<file path="src/sv/lsi2c_pkg.sv">
package lsi2c_pkg;

  // Operation kinds of the pin sequencer program.
  typedef enum logic [3:0] {
    K_END,
    K_REL,
    K_START,
    K_SENDW,
    K_SENDR,
    K_SENDM,
    K_RACK,
    K_WAIT,
    K_SDA1,
    K_RECVH,
    K_RECVL,
    K_ACK0,
    K_ACK1,
    K_STOP
  } kind_t;

  typedef logic [4:0] phase_t;

  localparam phase_t PH_IDLE        = 5'd0;
  localparam phase_t PH_WRITE_ENTRY = 5'd1;
  localparam phase_t PH_READ_ENTRY  = 5'd9;

  // Command codes carried in func.
  localparam logic [1:0] FUNC_NONE     = 2'd0;
  localparam logic [1:0] FUNC_SET_MODE = 2'd1;
  localparam logic [1:0] FUNC_READ     = 2'd2;

  // Configuration register indexes.
  localparam logic [1:0] CFG_DEV_ADDR  = 2'd0;
  localparam logic [1:0] CFG_UNIT      = 2'd1;
  localparam logic [1:0] CFG_WAIT_HIGH = 2'd2;
  localparam logic [1:0] CFG_WAIT_LOW  = 2'd3;

  // Configuration reset values.
  localparam logic [6:0]  DEV_ADDR_RST  = 7'd35;
  localparam logic [15:0] UNIT_RST      = 16'd1;
  localparam logic [15:0] WAIT_HIGH_RST = 16'd150;
  localparam logic [15:0] WAIT_LOW_RST  = 16'd20;

  // Sensor mode codes that need a conversion wait.
  localparam logic [7:0] MODE_CONT_H1 = 8'h10;
  localparam logic [7:0] MODE_CONT_H2 = 8'h11;
  localparam logic [7:0] MODE_CONT_L  = 8'h13;
  localparam logic [7:0] MODE_ONCE_H1 = 8'h20;
  localparam logic [7:0] MODE_ONCE_H2 = 8'h21;
  localparam logic [7:0] MODE_ONCE_L  = 8'h23;

  // lux = floor(raw * 5 / 6) = (raw * 5 * ceil(2^21 / 6)) >> 21, exact for 16-bit raw.
  localparam int          LUX_SHIFT = 21;
  localparam logic [20:0] LUX_RECIP = 21'd1747630;
  localparam int          LUX_PROD_W = 16 + 21;

  // One input item.
  typedef struct packed {
    logic [1:0] func;
    logic [7:0] mode_code;
    logic       sda_in;
  } in_item_t;

  // One result item.
  typedef struct packed {
    logic        scl_out;
    logic        sda_out;
    logic        busy_res;
    logic        done_res;
    logic [15:0] lux_value;
    logic        nack_seen;
  } res_t;

  // Program of operations, indexed by phase.
  function automatic kind_t prog_kind(input phase_t p);
    kind_t k;
    case (p)
      5'd1:    k = K_REL;
      5'd2:    k = K_START;
      5'd3:    k = K_SENDW;
      5'd4:    k = K_RACK;
      5'd5:    k = K_SENDM;
      5'd6:    k = K_RACK;
      5'd7:    k = K_STOP;
      5'd9:    k = K_WAIT;
      5'd10:   k = K_START;
      5'd11:   k = K_SENDR;
      5'd12:   k = K_RACK;
      5'd13:   k = K_SDA1;
      5'd14:   k = K_RECVH;
      5'd15:   k = K_ACK0;
      5'd16:   k = K_SDA1;
      5'd17:   k = K_RECVL;
      5'd18:   k = K_ACK1;
      5'd19:   k = K_STOP;
      default: k = K_END;
    endcase
    return k;
  endfunction

  // Conversion wait in delay units for a mode code.
  function automatic logic [15:0] mode_wait(input logic [7:0] m, input logic [15:0] hi,
                                            input logic [15:0] lo);
    logic [15:0] n;
    n = 16'd0;
    if (m inside {MODE_CONT_H1, MODE_CONT_H2, MODE_ONCE_H1, MODE_ONCE_H2}) begin
      n = hi;
    end else if (m inside {MODE_CONT_L, MODE_ONCE_L}) begin
      n = lo;
    end
    return n;
  endfunction

endpackage

</file>
<file path="src/sv/light_sensor_i2c_master_core.sv">
// Light sensor I2C master: one tick of the pin sequencer per accepted request.
// Accepted requests wait in an input register; each result is loaded into a result register.
// Throughput: one request per cycle while the result channel does not stall.
// Reset (rst_n low, synchronous): sequencer idle, lines released, lux and nack cleared,
// configuration registers back to their defaults, both channel registers empty.
module light_sensor_i2c_master_core
  import lsi2c_pkg::*;
(
  input  logic        clk,
  input  logic        rst_n,
  // Input channel.
  input  logic        in_tvalid,
  output logic        in_tready,
  input  logic [15:0] in_tdata,    // func[1:0], mode_code[9:2], sda_in[10], zeros above
  // Result channel.
  output logic        out_tvalid,
  input  logic        out_tready,
  output logic [23:0] out_tdata,   // scl_out[0], sda_out[1], busy_res[2], done_res[3],
                                   // lux_value[19:4], nack_seen[20], zeros above
  // Configuration write channel.
  input  logic        cfg_valid,
  output logic        cfg_ready,
  input  logic [1:0]  cfg_index,
  input  logic [15:0] cfg_data
);

  logic     in_valid_r, in_valid_nxt;
  in_item_t item_r;
  logic     out_free;
  logic     step_en;
  res_t     res;

  // The sequencer steps when the input register holds a request and the result can go out.
  assign step_en   = in_valid_r && out_free;
  assign in_tready = !in_valid_r || step_en;
  assign cfg_ready = 1'b1;

  // Input register.
  always_comb begin
    in_valid_nxt = in_valid_r;
    if (in_tvalid && in_tready) in_valid_nxt = 1'b1;
    else if (step_en) in_valid_nxt = 1'b0;
  end

  always_ff @(posedge clk) begin
    if (!rst_n) begin
      in_valid_r <= 1'b0;
    end else begin
      in_valid_r <= in_valid_nxt;
    end
  end

  always_ff @(posedge clk) begin
    if (in_tvalid && in_tready) begin
      item_r.func      <= in_tdata[1:0];
      item_r.mode_code <= in_tdata[9:2];
      item_r.sda_in    <= in_tdata[10];
    end
  end

  // Sequencer and configuration registers.
  lsi2c_seq u_seq (
    .clk       (clk),
    .rst_n     (rst_n),
    .cfg_we    (cfg_valid && cfg_ready),
    .cfg_index (cfg_index),
    .cfg_data  (cfg_data),
    .step_en   (step_en),
    .item      (item_r),
    .res       (res)
  );

  // Result register.
  lsi2c_out_reg u_out (
    .clk        (clk),
    .rst_n      (rst_n),
    .load       (step_en),
    .res        (res),
    .free       (out_free),
    .out_tvalid (out_tvalid),
    .out_tready (out_tready),
    .out_tdata  (out_tdata)
  );

endmodule

</file>
<file path="src/sv/lsi2c_seq.sv">
module lsi2c_seq
  import lsi2c_pkg::*;
(
  input  logic        clk,
  input  logic        rst_n,
  input  logic        cfg_we,
  input  logic [1:0]  cfg_index,
  input  logic [15:0] cfg_data,
  input  logic        step_en,
  input  in_item_t    item,
  output res_t        res
);

  typedef struct packed {
    phase_t      phase;
    logic [7:0]  shift;
    logic [15:0] wait_cnt;
  } seg_t;

  // Configuration registers.
  logic [6:0]  dev_addr_r;
  logic [15:0] unit_r;
  logic [15:0] wait_hi_r;
  logic [15:0] wait_lo_r;

  // Sequencer state.
  phase_t      phase_r, phase_nxt;
  logic [1:0]  step_r, step_nxt;
  logic [2:0]  bit_r, bit_nxt;
  logic [15:0] pre_r, pre_nxt;
  logic [15:0] wait_r, wait_nxt;
  logic [7:0]  shift_r, shift_nxt;
  logic [7:0]  high_r, high_nxt;
  logic [1:0]  cmd_r, cmd_nxt;
  logic [7:0]  mode_r, mode_nxt;
  logic [15:0] lux_r, lux_nxt;
  logic        nack_r, nack_nxt;
  logic        scl_r, scl_nxt;
  logic        sda_r, sda_nxt;
  logic        done;

  // Set up a segment; an empty conversion wait is skipped to the next one.
  function automatic seg_t enter_seg(input phase_t p, input logic [7:0] cur_shift,
                                     input logic [15:0] cur_wait, input logic [7:0] mode,
                                     input logic [6:0] addr, input logic [15:0] hi,
                                     input logic [15:0] lo);
    seg_t        s;
    logic [15:0] n;
    s.phase    = p;
    s.shift    = cur_shift;
    s.wait_cnt = cur_wait;
    n          = mode_wait(mode, hi, lo);
    if (prog_kind(p) == K_WAIT && n == 16'd0) begin
      s.phase = p + 5'd1;
    end
    case (prog_kind(s.phase))
      K_SENDW:         s.shift = {addr, 1'b0};
      K_SENDR:         s.shift = {addr, 1'b1};
      K_SENDM:         s.shift = mode;
      K_RECVH, K_RECVL: s.shift = 8'd0;
      K_WAIT:          s.wait_cnt = n;
      default:         ;
    endcase
    return s;
  endfunction

  // Configuration writes take effect at once.
  always_ff @(posedge clk) begin
    if (!rst_n) begin
      dev_addr_r <= DEV_ADDR_RST;
      unit_r     <= UNIT_RST;
      wait_hi_r  <= WAIT_HIGH_RST;
      wait_lo_r  <= WAIT_LOW_RST;
    end else if (cfg_we) begin
      case (cfg_index)
        CFG_DEV_ADDR:  dev_addr_r <= cfg_data[6:0];
        CFG_UNIT:      unit_r     <= cfg_data;
        CFG_WAIT_HIGH: wait_hi_r  <= cfg_data;
        CFG_WAIT_LOW:  wait_lo_r  <= cfg_data;
        default:       ;
      endcase
    end
  end

  // One tick of the sequencer: start, pin operation, unit advance, segment change.
  always_comb begin
    seg_t        seg;
    kind_t       kind;
    logic [15:0] unit;
    logic [16:0] pre_inc;
    logic [2:0]  step_inc;
    logic [2:0]  per;
    logic [2:0]  last_bit;
    logic        seg_done;
    logic [15:0] raw;
    logic [LUX_PROD_W-1:0] prod;

    phase_nxt = phase_r;
    step_nxt  = step_r;
    bit_nxt   = bit_r;
    pre_nxt   = pre_r;
    wait_nxt  = wait_r;
    shift_nxt = shift_r;
    high_nxt  = high_r;
    cmd_nxt   = cmd_r;
    mode_nxt  = mode_r;
    lux_nxt   = lux_r;
    nack_nxt  = nack_r;
    scl_nxt   = scl_r;
    sda_nxt   = sda_r;
    done      = 1'b0;
    seg       = '0;
    kind      = K_END;
    unit      = 16'd1;
    pre_inc   = 17'd0;
    step_inc  = 3'd0;
    per       = 3'd1;
    last_bit  = 3'd0;
    seg_done  = 1'b0;
    raw       = 16'd0;
    prod      = '0;

    if (step_en) begin
      // A command is taken only while idle.
      if (phase_r == PH_IDLE && (item.func == FUNC_SET_MODE || item.func == FUNC_READ)) begin
        cmd_nxt  = item.func;
        mode_nxt = item.mode_code;
        nack_nxt = 1'b0;
        seg = enter_seg((item.func == FUNC_SET_MODE) ? PH_WRITE_ENTRY : PH_READ_ENTRY,
                        shift_r, wait_r, item.mode_code, dev_addr_r, wait_hi_r, wait_lo_r);
        phase_nxt = seg.phase;
        shift_nxt = seg.shift;
        wait_nxt  = seg.wait_cnt;
        step_nxt  = 2'd0;
        bit_nxt   = 3'd0;
        pre_nxt   = 16'd0;
      end

      if (phase_nxt != PH_IDLE) begin
        kind = prog_kind(phase_nxt);
        unit = (unit_r == 16'd0) ? 16'd1 : unit_r;

        // Pin operation on the first tick of a unit.
        if (pre_nxt == 16'd0) begin
          case (kind)
            K_REL: begin
              scl_nxt = 1'b1;
              sda_nxt = 1'b1;
            end
            K_START: begin
              case (step_nxt)
                2'd0:    sda_nxt = 1'b1;
                2'd1:    scl_nxt = 1'b1;
                2'd2:    sda_nxt = 1'b0;
                default: scl_nxt = 1'b0;
              endcase
            end
            K_SENDW, K_SENDR, K_SENDM: begin
              if (step_nxt == 2'd0) sda_nxt = shift_nxt[3'd7 - bit_nxt];
              else scl_nxt = (step_nxt == 2'd1);
            end
            K_RACK: begin
              case (step_nxt)
                2'd0:    sda_nxt = 1'b1;
                2'd1:    scl_nxt = 1'b1;
                2'd2:    if (item.sda_in) nack_nxt = 1'b1;
                default: scl_nxt = 1'b0;
              endcase
            end
            K_SDA1: sda_nxt = 1'b1;
            K_RECVH, K_RECVL: begin
              if (step_nxt == 2'd0) scl_nxt = 1'b1;
              else if (step_nxt == 2'd1) begin
                if (item.sda_in) shift_nxt[3'd7 - bit_nxt] = 1'b1;
              end else scl_nxt = 1'b0;
            end
            K_ACK0, K_ACK1: begin
              if (step_nxt == 2'd0) sda_nxt = (kind == K_ACK1);
              else scl_nxt = (step_nxt == 2'd1);
            end
            K_STOP: begin
              if (step_nxt == 2'd0) sda_nxt = 1'b0;
              else if (step_nxt == 2'd1) scl_nxt = 1'b1;
              else sda_nxt = 1'b1;
            end
            default: ;
          endcase
        end

        // Delay unit prescaler.
        pre_inc = {1'b0, pre_nxt} + 17'd1;
        if (pre_inc >= {1'b0, unit}) begin
          pre_nxt = 16'd0;
          if (kind == K_WAIT) begin
            if (wait_nxt <= 16'd1) begin
              wait_nxt = 16'd0;
              seg_done = 1'b1;
            end else begin
              wait_nxt = wait_nxt - 16'd1;
            end
          end else begin
            case (kind)
              K_START, K_RACK: begin
                per = 3'd4;
              end
              K_SENDW, K_SENDR, K_SENDM, K_RECVH, K_RECVL: begin
                per      = 3'd3;
                last_bit = 3'd7;
              end
              K_ACK0, K_ACK1, K_STOP: begin
                per = 3'd3;
              end
              default: ;
            endcase
            step_inc = {1'b0, step_nxt} + 3'd1;
            if (step_inc < per) begin
              step_nxt = step_inc[1:0];
            end else begin
              step_nxt = 2'd0;
              if (bit_nxt >= last_bit) seg_done = 1'b1;
              else bit_nxt = bit_nxt + 3'd1;
            end
          end
        end else begin
          pre_nxt = pre_inc[15:0];
        end

        // Segment change, and command end.
        if (seg_done) begin
          if (kind == K_RECVH) high_nxt = shift_nxt;
          seg = enter_seg(phase_nxt + 5'd1, shift_nxt, wait_nxt, mode_nxt, dev_addr_r,
                          wait_hi_r, wait_lo_r);
          phase_nxt = seg.phase;
          shift_nxt = seg.shift;
          wait_nxt  = seg.wait_cnt;
          step_nxt  = 2'd0;
          bit_nxt   = 3'd0;
          pre_nxt   = 16'd0;
          if (prog_kind(phase_nxt) == K_END) begin
            if (cmd_nxt == FUNC_READ) begin
              raw     = {high_nxt, shift_nxt};
              prod    = LUX_PROD_W'(raw) * LUX_PROD_W'(LUX_RECIP);
              lux_nxt = prod[LUX_SHIFT +: 16];
            end
            phase_nxt = PH_IDLE;
            done      = 1'b1;
          end
        end
      end
    end
  end

  // State registers.
  always_ff @(posedge clk) begin
    if (!rst_n) begin
      phase_r <= PH_IDLE;
      step_r  <= 2'd0;
      bit_r   <= 3'd0;
      pre_r   <= 16'd0;
      wait_r  <= 16'd0;
      shift_r <= 8'd0;
      high_r  <= 8'd0;
      cmd_r   <= FUNC_NONE;
      mode_r  <= 8'd0;
      lux_r   <= 16'd0;
      nack_r  <= 1'b0;
      scl_r   <= 1'b1;
      sda_r   <= 1'b1;
    end else begin
      phase_r <= phase_nxt;
      step_r  <= step_nxt;
      bit_r   <= bit_nxt;
      pre_r   <= pre_nxt;
      wait_r  <= wait_nxt;
      shift_r <= shift_nxt;
      high_r  <= high_nxt;
      cmd_r   <= cmd_nxt;
      mode_r  <= mode_nxt;
      lux_r   <= lux_nxt;
      nack_r  <= nack_nxt;
      scl_r   <= scl_nxt;
      sda_r   <= sda_nxt;
    end
  end

  // Result of this tick.
  always_comb begin
    res.scl_out   = scl_nxt;
    res.sda_out   = sda_nxt;
    res.busy_res  = (phase_nxt != PH_IDLE);
    res.done_res  = done;
    res.lux_value = lux_nxt;
    res.nack_seen = nack_nxt;
  end

  // An idle sequencer leaves both lines released.
  a_idle_lines: assert property (@(posedge clk) disable iff (!rst_n)
    (phase_r == PH_IDLE) |-> (scl_r && sda_r))
    else $error("lines not released while idle");

  // An idle sequencer holds its unit counters at zero.
  a_idle_counters: assert property (@(posedge clk) disable iff (!rst_n)
    (phase_r == PH_IDLE) |-> (step_r == 2'd0 && bit_r == 3'd0 && pre_r == 16'd0))
    else $error("counters not cleared while idle");

  // A finished command leaves the sequencer idle on the next cycle.
  a_done_idle: assert property (@(posedge clk) disable iff (!rst_n)
    (step_en && done) |=> (phase_r == PH_IDLE))
    else $error("sequencer busy after done");

  // The stored measurement never exceeds the full-scale value.
  a_lux_range: assert property (@(posedge clk) disable iff (!rst_n)
    lux_r <= 16'd54612)
    else $error("lux out of range");

  // A stalled sequencer keeps its phase.
  a_hold_phase: assert property (@(posedge clk) disable iff (!rst_n)
    !step_en |=> $stable(phase_r))
    else $error("phase moved without a request");

endmodule

</file>
<file path="src/sv/lsi2c_out_reg.sv">
module lsi2c_out_reg
  import lsi2c_pkg::*;
(
  input  logic        clk,
  input  logic        rst_n,
  input  logic        load,
  input  res_t        res,
  output logic        free,
  output logic        out_tvalid,
  input  logic        out_tready,
  output logic [23:0] out_tdata
);

  logic valid_r, valid_nxt;
  res_t res_r;

  // The register can take a new result when empty or when it is being drained.
  assign free = !valid_r || out_tready;

  always_comb begin
    valid_nxt = valid_r;
    if (load) valid_nxt = 1'b1;
    else if (out_tready) valid_nxt = 1'b0;
  end

  always_ff @(posedge clk) begin
    if (!rst_n) begin
      valid_r <= 1'b0;
    end else begin
      valid_r <= valid_nxt;
    end
  end

  always_ff @(posedge clk) begin
    if (load) res_r <= res;
  end

  assign out_tvalid = valid_r;
  assign out_tdata  = {3'b000, res_r.nack_seen, res_r.lux_value, res_r.done_res,
                       res_r.busy_res, res_r.sda_out, res_r.scl_out};

endmodule

</file>
<file path="config.mk">
export PLATFORM = sky130hd
export DESIGN_NAME = light_sensor_i2c_master_core
export DESIGN_NICKNAME = d
export VERILOG_FILES = /design/src/sv/lsi2c_pkg.sv /design/src/sv/light_sensor_i2c_master_core.sv /design/src/sv/lsi2c_seq.sv /design/src/sv/lsi2c_out_reg.sv
export SDC_FILE = /design/constraint.sdc
export NUM_CORES = 1
export LEC_CHECK = 0
export BUFFER_PORTS_ARGS = -buffer_cell sky130_fd_sc_hd__buf_2
export CORE_MARGIN = 4
export CORE_UTILIZATION = 45
export DETAILED_ROUTE_END_ITERATION = 16
export PLACE_DENSITY_LB_ADDON = 0.2
export SLEW_MARGIN = 25
export SYNTH_ARGS = -nofsm -noshare
export SYNTH_HDL_FRONTEND = slang
export SYNTH_HIERARCHICAL = 1
export SYNTH_SLANG_ARGS = --single-unit
</file>
<file path="constraint.sdc">
create_clock -name clk -period 28.2 [get_ports clk]
set_clock_uncertainty 0.1 [all_clocks]
set_input_delay 1.41 -clock clk [delete_from_list [all_inputs] [get_ports clk]]
set_output_delay 1.41 -clock clk [all_outputs]
set_load 0.03 [all_outputs]
</file>
==> results of run 1 <==
cell families (layout without fill, tap and decap cells):
family	count (synthesis)	after routing	share of synthesized area [%]
adder cells (fa/ha/maj)	281	281	26.3
buffers and inverters	294	321	7.05
AO/OA/AOI/OAI	461	461	18.5
flip-flops	176	176	23.7
AND/OR/NAND/NOR	643	643	18.8
multiplexers	51	51	3.31
XOR/XNOR	44	44	2.37
other	2	4	0.0462
cell usage after synthesis, types with 10 or more instances:
master    instances  share of area, %
nand2_1         233               5.4
a22oi_1          30               1.4
o221ai_1         10              0.54
nor3_1           39               1.2
mux2i_1          47               2.9
xor2_1           21               1.1
o211ai_1         17              0.79
inv_1           204               4.7
and3_1           11              0.42
nand4_1          22              0.85
clkbuf_1         72               1.7
and2_1           19              0.73
o21ai_1          12              0.37
a21o_1           25               1.2
or3_1            13              0.50
nor2_1          151               3.5
a21oi_1         172               5.3
fa_1            101                12
xnor2_1          23               1.2
nand3_1          55               1.7
o21a_1           18              0.83
a211oi_1         18              0.83
nand2b_1         17              0.65
nor2b_1          21              0.81
nor4_1           22              0.85
o21ai_0          67               2.1
ha_1            180                14
dfxtp_1         144                18
edfxtp_1         32               5.9
worst max-delay path, delay by kind of cell (launching register included):
family | cells | cell delay (ns)
mux | 1 | 0.26
fa+ha+maj | 12 | 5.09
compound gates | 17 | 5.10
buf+inv | 8 | 1.22
flops | 1 | 0.44
simple gates | 11 | 2.77
path summary, 6_finish.rpt:
| check | from | to | slack, ns |
|---|---|---|---|
| max | item_r[9]$_DFFE_PP_ | u_out/out_tdata[12]$_DFFE_PP_ | 12.95 |
| min | u_seq/cmd_r[0]$_SDFFE_PN0P_ | u_seq/cmd_r[0]$_SDFFE_PN0P_ | 0.36 |
| max reg2reg | item_r[9]$_DFFE_PP_ | u_out/out_tdata[12]$_DFFE_PP_ | 12.95 |
| min reg2reg | u_seq/cmd_r[0]$_SDFFE_PN0P_ | u_seq/cmd_r[0]$_SDFFE_PN0P_ | 0.36 |
placed cells by master, fill, tap and decap left out, drive strengths merged, types with 21 or more instances in the layout:
master / instances
nor4: 23
and2: 22
nand4: 22
nor3: 40
dfxtp: 144
a21oi: 172
xor2: 21
mux2i: 47
buf: 84
nand2: 233
o21ai: 79
a22oi: 30
nand3: 56
ha: 180
inv: 210
xnor2: 23
nor2: 152
fa: 101
nor2b: 21
a21o: 25
edfxtp: 32
through the flow:
step           std cells  setup WS, ns  util [%]  instance area, um^2
5_1_grt             2442         11.88      49.5                17600
2_1_floorplan       1954         15.49         -                16300
4_1_cts             2442         13.14      49.5                17600
6_report            2442         12.95      49.5                17600
3_5_place_dp        2410         13.21      47.7                17000
3_3_place_gp        2410         13.45      47.7                17000
routing by layer:
layer	track usage, %	up-vias	wire (um)
met2	35.9	442	20200
li1	-	6829	-
met3	3.39	50	2540
met4	6.61	0	862
met1	35.1	6936	22200
met5	0	-	0
state kept, by name, indices dropped and copies added (netlist names), 11 cells and up:
register and flops:
u_seq/wait_r 16, u_seq/unit_r 16, u_seq/wait_hi_r 16, u_seq/lux_r 16, item_r 11, u_seq/pre_r 16
u_seq/wait_lo_r 16, u_out/out_tdata 21
cell type report:
cell class | instances | area (um^2) | share of cell area, %
clock inverters | 13 | 168 | 0.953
inverters | 205 | 771 | 4.38
well taps | 461 | 577 | 3.28
clock buffers | 19 | 453 | 2.57
flip-flops and latches | 176 | 3840 | 21.8
repair buffers | 84 | 490 | 2.79
multi-input cells | 1484 | 11300 | 64.2
==> out/metrics.cfg, run 1 <==
[floorplan]
initial_utilization_pct = 45.7
die_y_um = 198
core-area_um2 = 35600
die_w_um = 198
row_count = 69
boundaryPins = 66
dieArea_um2 = 39200

[routing]
antenna_left = 0
wl_per_cell_um = 18.8
via_count = 14257
drtIter0Drc = 1116
routed_wl_um = 45800
drt-vias-per-instance = 5.84
drcViolationCount = 0
first_pass_iters = 7

[logic_synthesis]
avgSynthCellArea_um2 = 8.32
yosysUniqueCellTypes = 94
ys_dominant_reg_cell = dfxtp_1
async_flop_share_pct = 0
netlist_area_um2 = 16200
synth_enable_flop_cells = 32
ys_seq_area_share_pct = 23.7
yosys_warnings = 6
syn_inst = 1952
synth_seq_cells = 176

[worst_setup_path]
cp.arrival_ns = 15.35
crit_slowest_cell = a21oi_1
r2r_cells = 49
critPathRequiredTime_ns = 28.30
path_class = reg -> reg
worstSetupEndpointType = register
start_kind = register
worstPathMaxFanout = 31
critPathMaxStageDelay_ns = 0.71

[clocking]
cts-root-buf = clkbuf_16
clkSinkCount = 176
h-tree-depth = 4
numCtsBuffers = 17
holdBufCountCts = 0
cts_setup_buffers = 0
cts_tree = built
post_cts_resize_count = 0
insertion_delay_ns = 0.46
ctsLongestPathBuffers = 2
clk_pin_slew_ns = 0.07

[cells_and_area]
fillers = 3509
drive_gt1_share_pct = 7.93
nNetsFinal = 2288
diodes = 0
syn_to_final_growth_pct = 8.32

[global_route]
antenna_found_initial = 0
grt_max_degree = 68
grt_pass1_wl_um = 74100
grt_pass1_vias = 13824
grt_usage_pct = 23.6
grt-ovfl-total = 0

[timing]
max_freq_ghz = 0.0656
fin_setup_tns_ns = 0
setup_violations = 0
worst_pin_slew_ns = 1.01
slew_viol_final = 0
timing.hold.ws_ns = 0.357
slew_headroom_pct = 32.7
hold_violations = 0
fin_crit_ns = 15.25
period_share_pct = 54.1
rsz0062_at_grt = false

[placement]
routabilityCongestion = 0.917
portBuffers = 56
hpwl_um = 35300

[flow_run]
drv_cap = 0

[hold_path]
worstHoldPathType = reg -> reg
holdPathStages = 2

[status]
outcome = finished clean

Power of run 1 is left out: the tool's default activity adds up to more than one toggle a clock period on the data nets, which glitch-free logic cannot reach.
==> run 2, diff against run 1 <==
==> constraint.sdc (replaced) <==
create_clock -name clk -period 14.95 [get_ports clk]
set_clock_uncertainty 0.1 [all_clocks]
set_input_delay 0.7475 -clock clk [delete_from_list [all_inputs] [get_ports clk]]
set_output_delay 0.7475 -clock clk [all_outputs]
set_load 0.03 [all_outputs]
==> out/metrics.cfg, run 2 (synthesis gave the netlist of run 1 again) <==
[timing]
fin_crit_ns = 13.96  ; -1.29 ns
hold_violations = 0  ; unchanged
worst_pin_slew_ns = 1.03  ; +0.0184 ns
slew_headroom_pct = 31.0  ; -1.7 points
setup_violations = 0  ; unchanged
fin_setup_tns_ns = 0  ; unchanged
period_share_pct = 93.4  ; +39 points
slew_viol_final = 0  ; unchanged
max_freq_ghz = 0.0716  ; +9.2%
rsz0062_at_grt = false

[worst_setup_path]
r2r_slack_ns = 0.99  ; -11.96 ns
cp_num_buf_inv = 10  ; +2
reg2reg_to = u_out/out_tdata[18]$_DFFE_PP_
critPathRequiredTime_ns = 15.04  ; -13.26 ns
critPathCapture = u_out/out_tdata[18]$_DFFE_PP_
worstSetupEndpointType = register
cp.depth = 53  ; +8.2%
reg2reg_from = item_r[9]$_DFFE_PP_
path_class = reg -> reg
crit_slowest_cell = fa_1
cp.arrival_ns = 14.05  ; -1.30 ns
cp_top_family = adder cells
crit_start = item_r[9]$_DFFE_PP_
cp_common_cell = ha_1
worstPathMaxFanout = 9  ; -71%
start_kind = register
critPathMaxStageDelay_ns = 0.62  ; -0.09 ns
r2r_cells = 53  ; +8.2%

[placement]
hpwl_um = 35500  ; +0.69%
portBuffers = 56  ; unchanged
routabilityCongestion = 0.904  ; -1.4%
dp.cells = 2416  ; +0.25%

[floorplan]
die_y_um = 198  ; unchanged
initial_utilization_pct = 45.7  ; unchanged
core-area_um2 = 35600  ; unchanged
die_w_um = 198  ; unchanged
dieArea_um2 = 39200  ; unchanged
boundaryPins = 66  ; unchanged
row_count = 69  ; unchanged

[clocking]
h-tree-depth = 4  ; unchanged
cts_tree = built
clk_pin_slew_ns = 0.08  ; about the same
ctsLongestPathBuffers = 2  ; unchanged
clkSinkCount = 176  ; unchanged
numCtsBuffers = 17  ; unchanged
insertion_delay_ns = 0.46  ; about the same
holdBufCountCts = 0  ; unchanged
cts-root-buf = clkbuf_16

[global_route]
antenna_found_initial = 0  ; unchanged
grt-ovfl-total = 0  ; unchanged
grt_usage_pct = 23.5  ; -0.076 points
grt_pass1_vias = 13488  ; -2.4%
grt_max_degree = 68  ; unchanged
grt_pass1_wl_um = 73700  ; -0.57%

[routing]
drtIter0Drc = 1173  ; +5.1%
wl_per_cell_um = 18.6  ; -0.75%
drt-vias-per-instance = 5.78  ; -1.0%
first_pass_iters = 6  ; -1
routed_wl_um = 45700  ; -0.26%
via_count = 14180  ; -0.54%
drcViolationCount = 0  ; unchanged
antenna_left = 0  ; unchanged

[hold_path]
worstHoldPathType = reg -> reg

[cells_and_area]
largest_register_ffs = 21  ; unchanged
fillers = 3507  ; -0.057%
nNetsFinal = 2299  ; +0.48%
most-common-layout-cells = nand2_1 (233), inv_1 (204), ha_1 (180)
final_cell_count_no_fill = 2454  ; +0.49%
final_common_cell = nand2_1
syn_to_final_growth_pct = 8.77
drive_gt1_share_pct = 8.43  ; +0.51 points

[status]
outcome = finished clean

[flow_run]
drv_cap = 0  ; unchanged

## run 2: changes by cell type in the layout (fill, tap and decap cells not counted), moves of 2 or more
| cell | before | now |
|---|---|---|
| buf_4 | 28 | 39 |
| o21ai_1 | 12 | 15 |
| clkbuf_8 | 2 | 0 |
| inv_12 | 0 | 2 |
| o21ai_0 | 67 | 64 |
## run 2: what timing repair did
action	4_1_cts	5_1_grt
buffers inserted	0	5
setup endpoints to repair	0	24
gates resized for setup	0	1
## run 2: worst reg2reg max path: cells and delay by family, from the launching register on
family	cells	cell delay, ns
AND/OR/NAND/NOR	11	2.60
buffers and inverters	10	1.37
AO/OA/AOI/OAI	19	4.07
flip-flops	1	0.44
XOR/XNOR	1	0.20
adder cells (fa/ha/maj)	12	4.92
## run 2: per-stage QoR
| step | setup WS (ns) | hold slack, ns | utilization, % | instance area (um^2) |
|---|---|---|---|---|
| final | 0.991 | 0.358 | 49.7 | 17700 |
| after global routing | 0.174 | 0.342 | 49.7 | 17700 |
| after CTS | 0.787 | 0.335 | 49.5 | 17600 |
| after detailed placement | 0.899 | 0.348 | 47.8 | 17000 |
| after global placement | 1.10 | 0.346 | 47.8 | 17000 |
| after floorplan | 2.24 | 0.336 | - | 16300 |
## run 2: per-layer routing
layer	part of all wire [%]	track usage, %	up-vias
li1	-	-	6842
met2	44	35.8	447
met4	1.3	5.10	0
met3	5.8	3.54	50
met5	0	0	-
met1	49	35.4	6841
## run 2: area by class of cell
class                      count  area (um^2)  area share, %
clock buffer                  17          425           2.41
multi-input combinational   1484        11300           63.9
tap                          461          577           3.26
antenna                        1         2.50         0.0142
inverter                     205          771           4.36
clock inverter                15          183           1.03
sequential                   176         3840           21.8
timing repair buffer          95          573           3.24
## run 2: how the worst min path moves through the flow
stage | start | to | slack, ns | cells past startpoint
after detailed placement | u_seq/cmd_r[0]$_SDFFE_PN0P_ | u_seq/cmd_r[0]$_SDFFE_PN0P_ | 0.35 | 2
after global placement | u_seq/cmd_r[0]$_SDFFE_PN0P_ | u_seq/cmd_r[0]$_SDFFE_PN0P_ | 0.35 | 2
after CTS | in_tdata[3] | item_r[2]$_DFFE_PP_ | 0.34 | 1
after global routing | in_tdata[3] | item_r[2]$_DFFE_PP_ | 0.34 | 1
after floorplan | u_seq/cmd_r[0]$_SDFFE_PN0P_ | u_seq/cmd_r[0]$_SDFFE_PN0P_ | 0.34 | 2
final | u_seq/cmd_r[0]$_SDFFE_PN0P_ | u_seq/cmd_r[0]$_SDFFE_PN0P_ | 0.36 | 2
Power of run 2 is left out for the same reason.
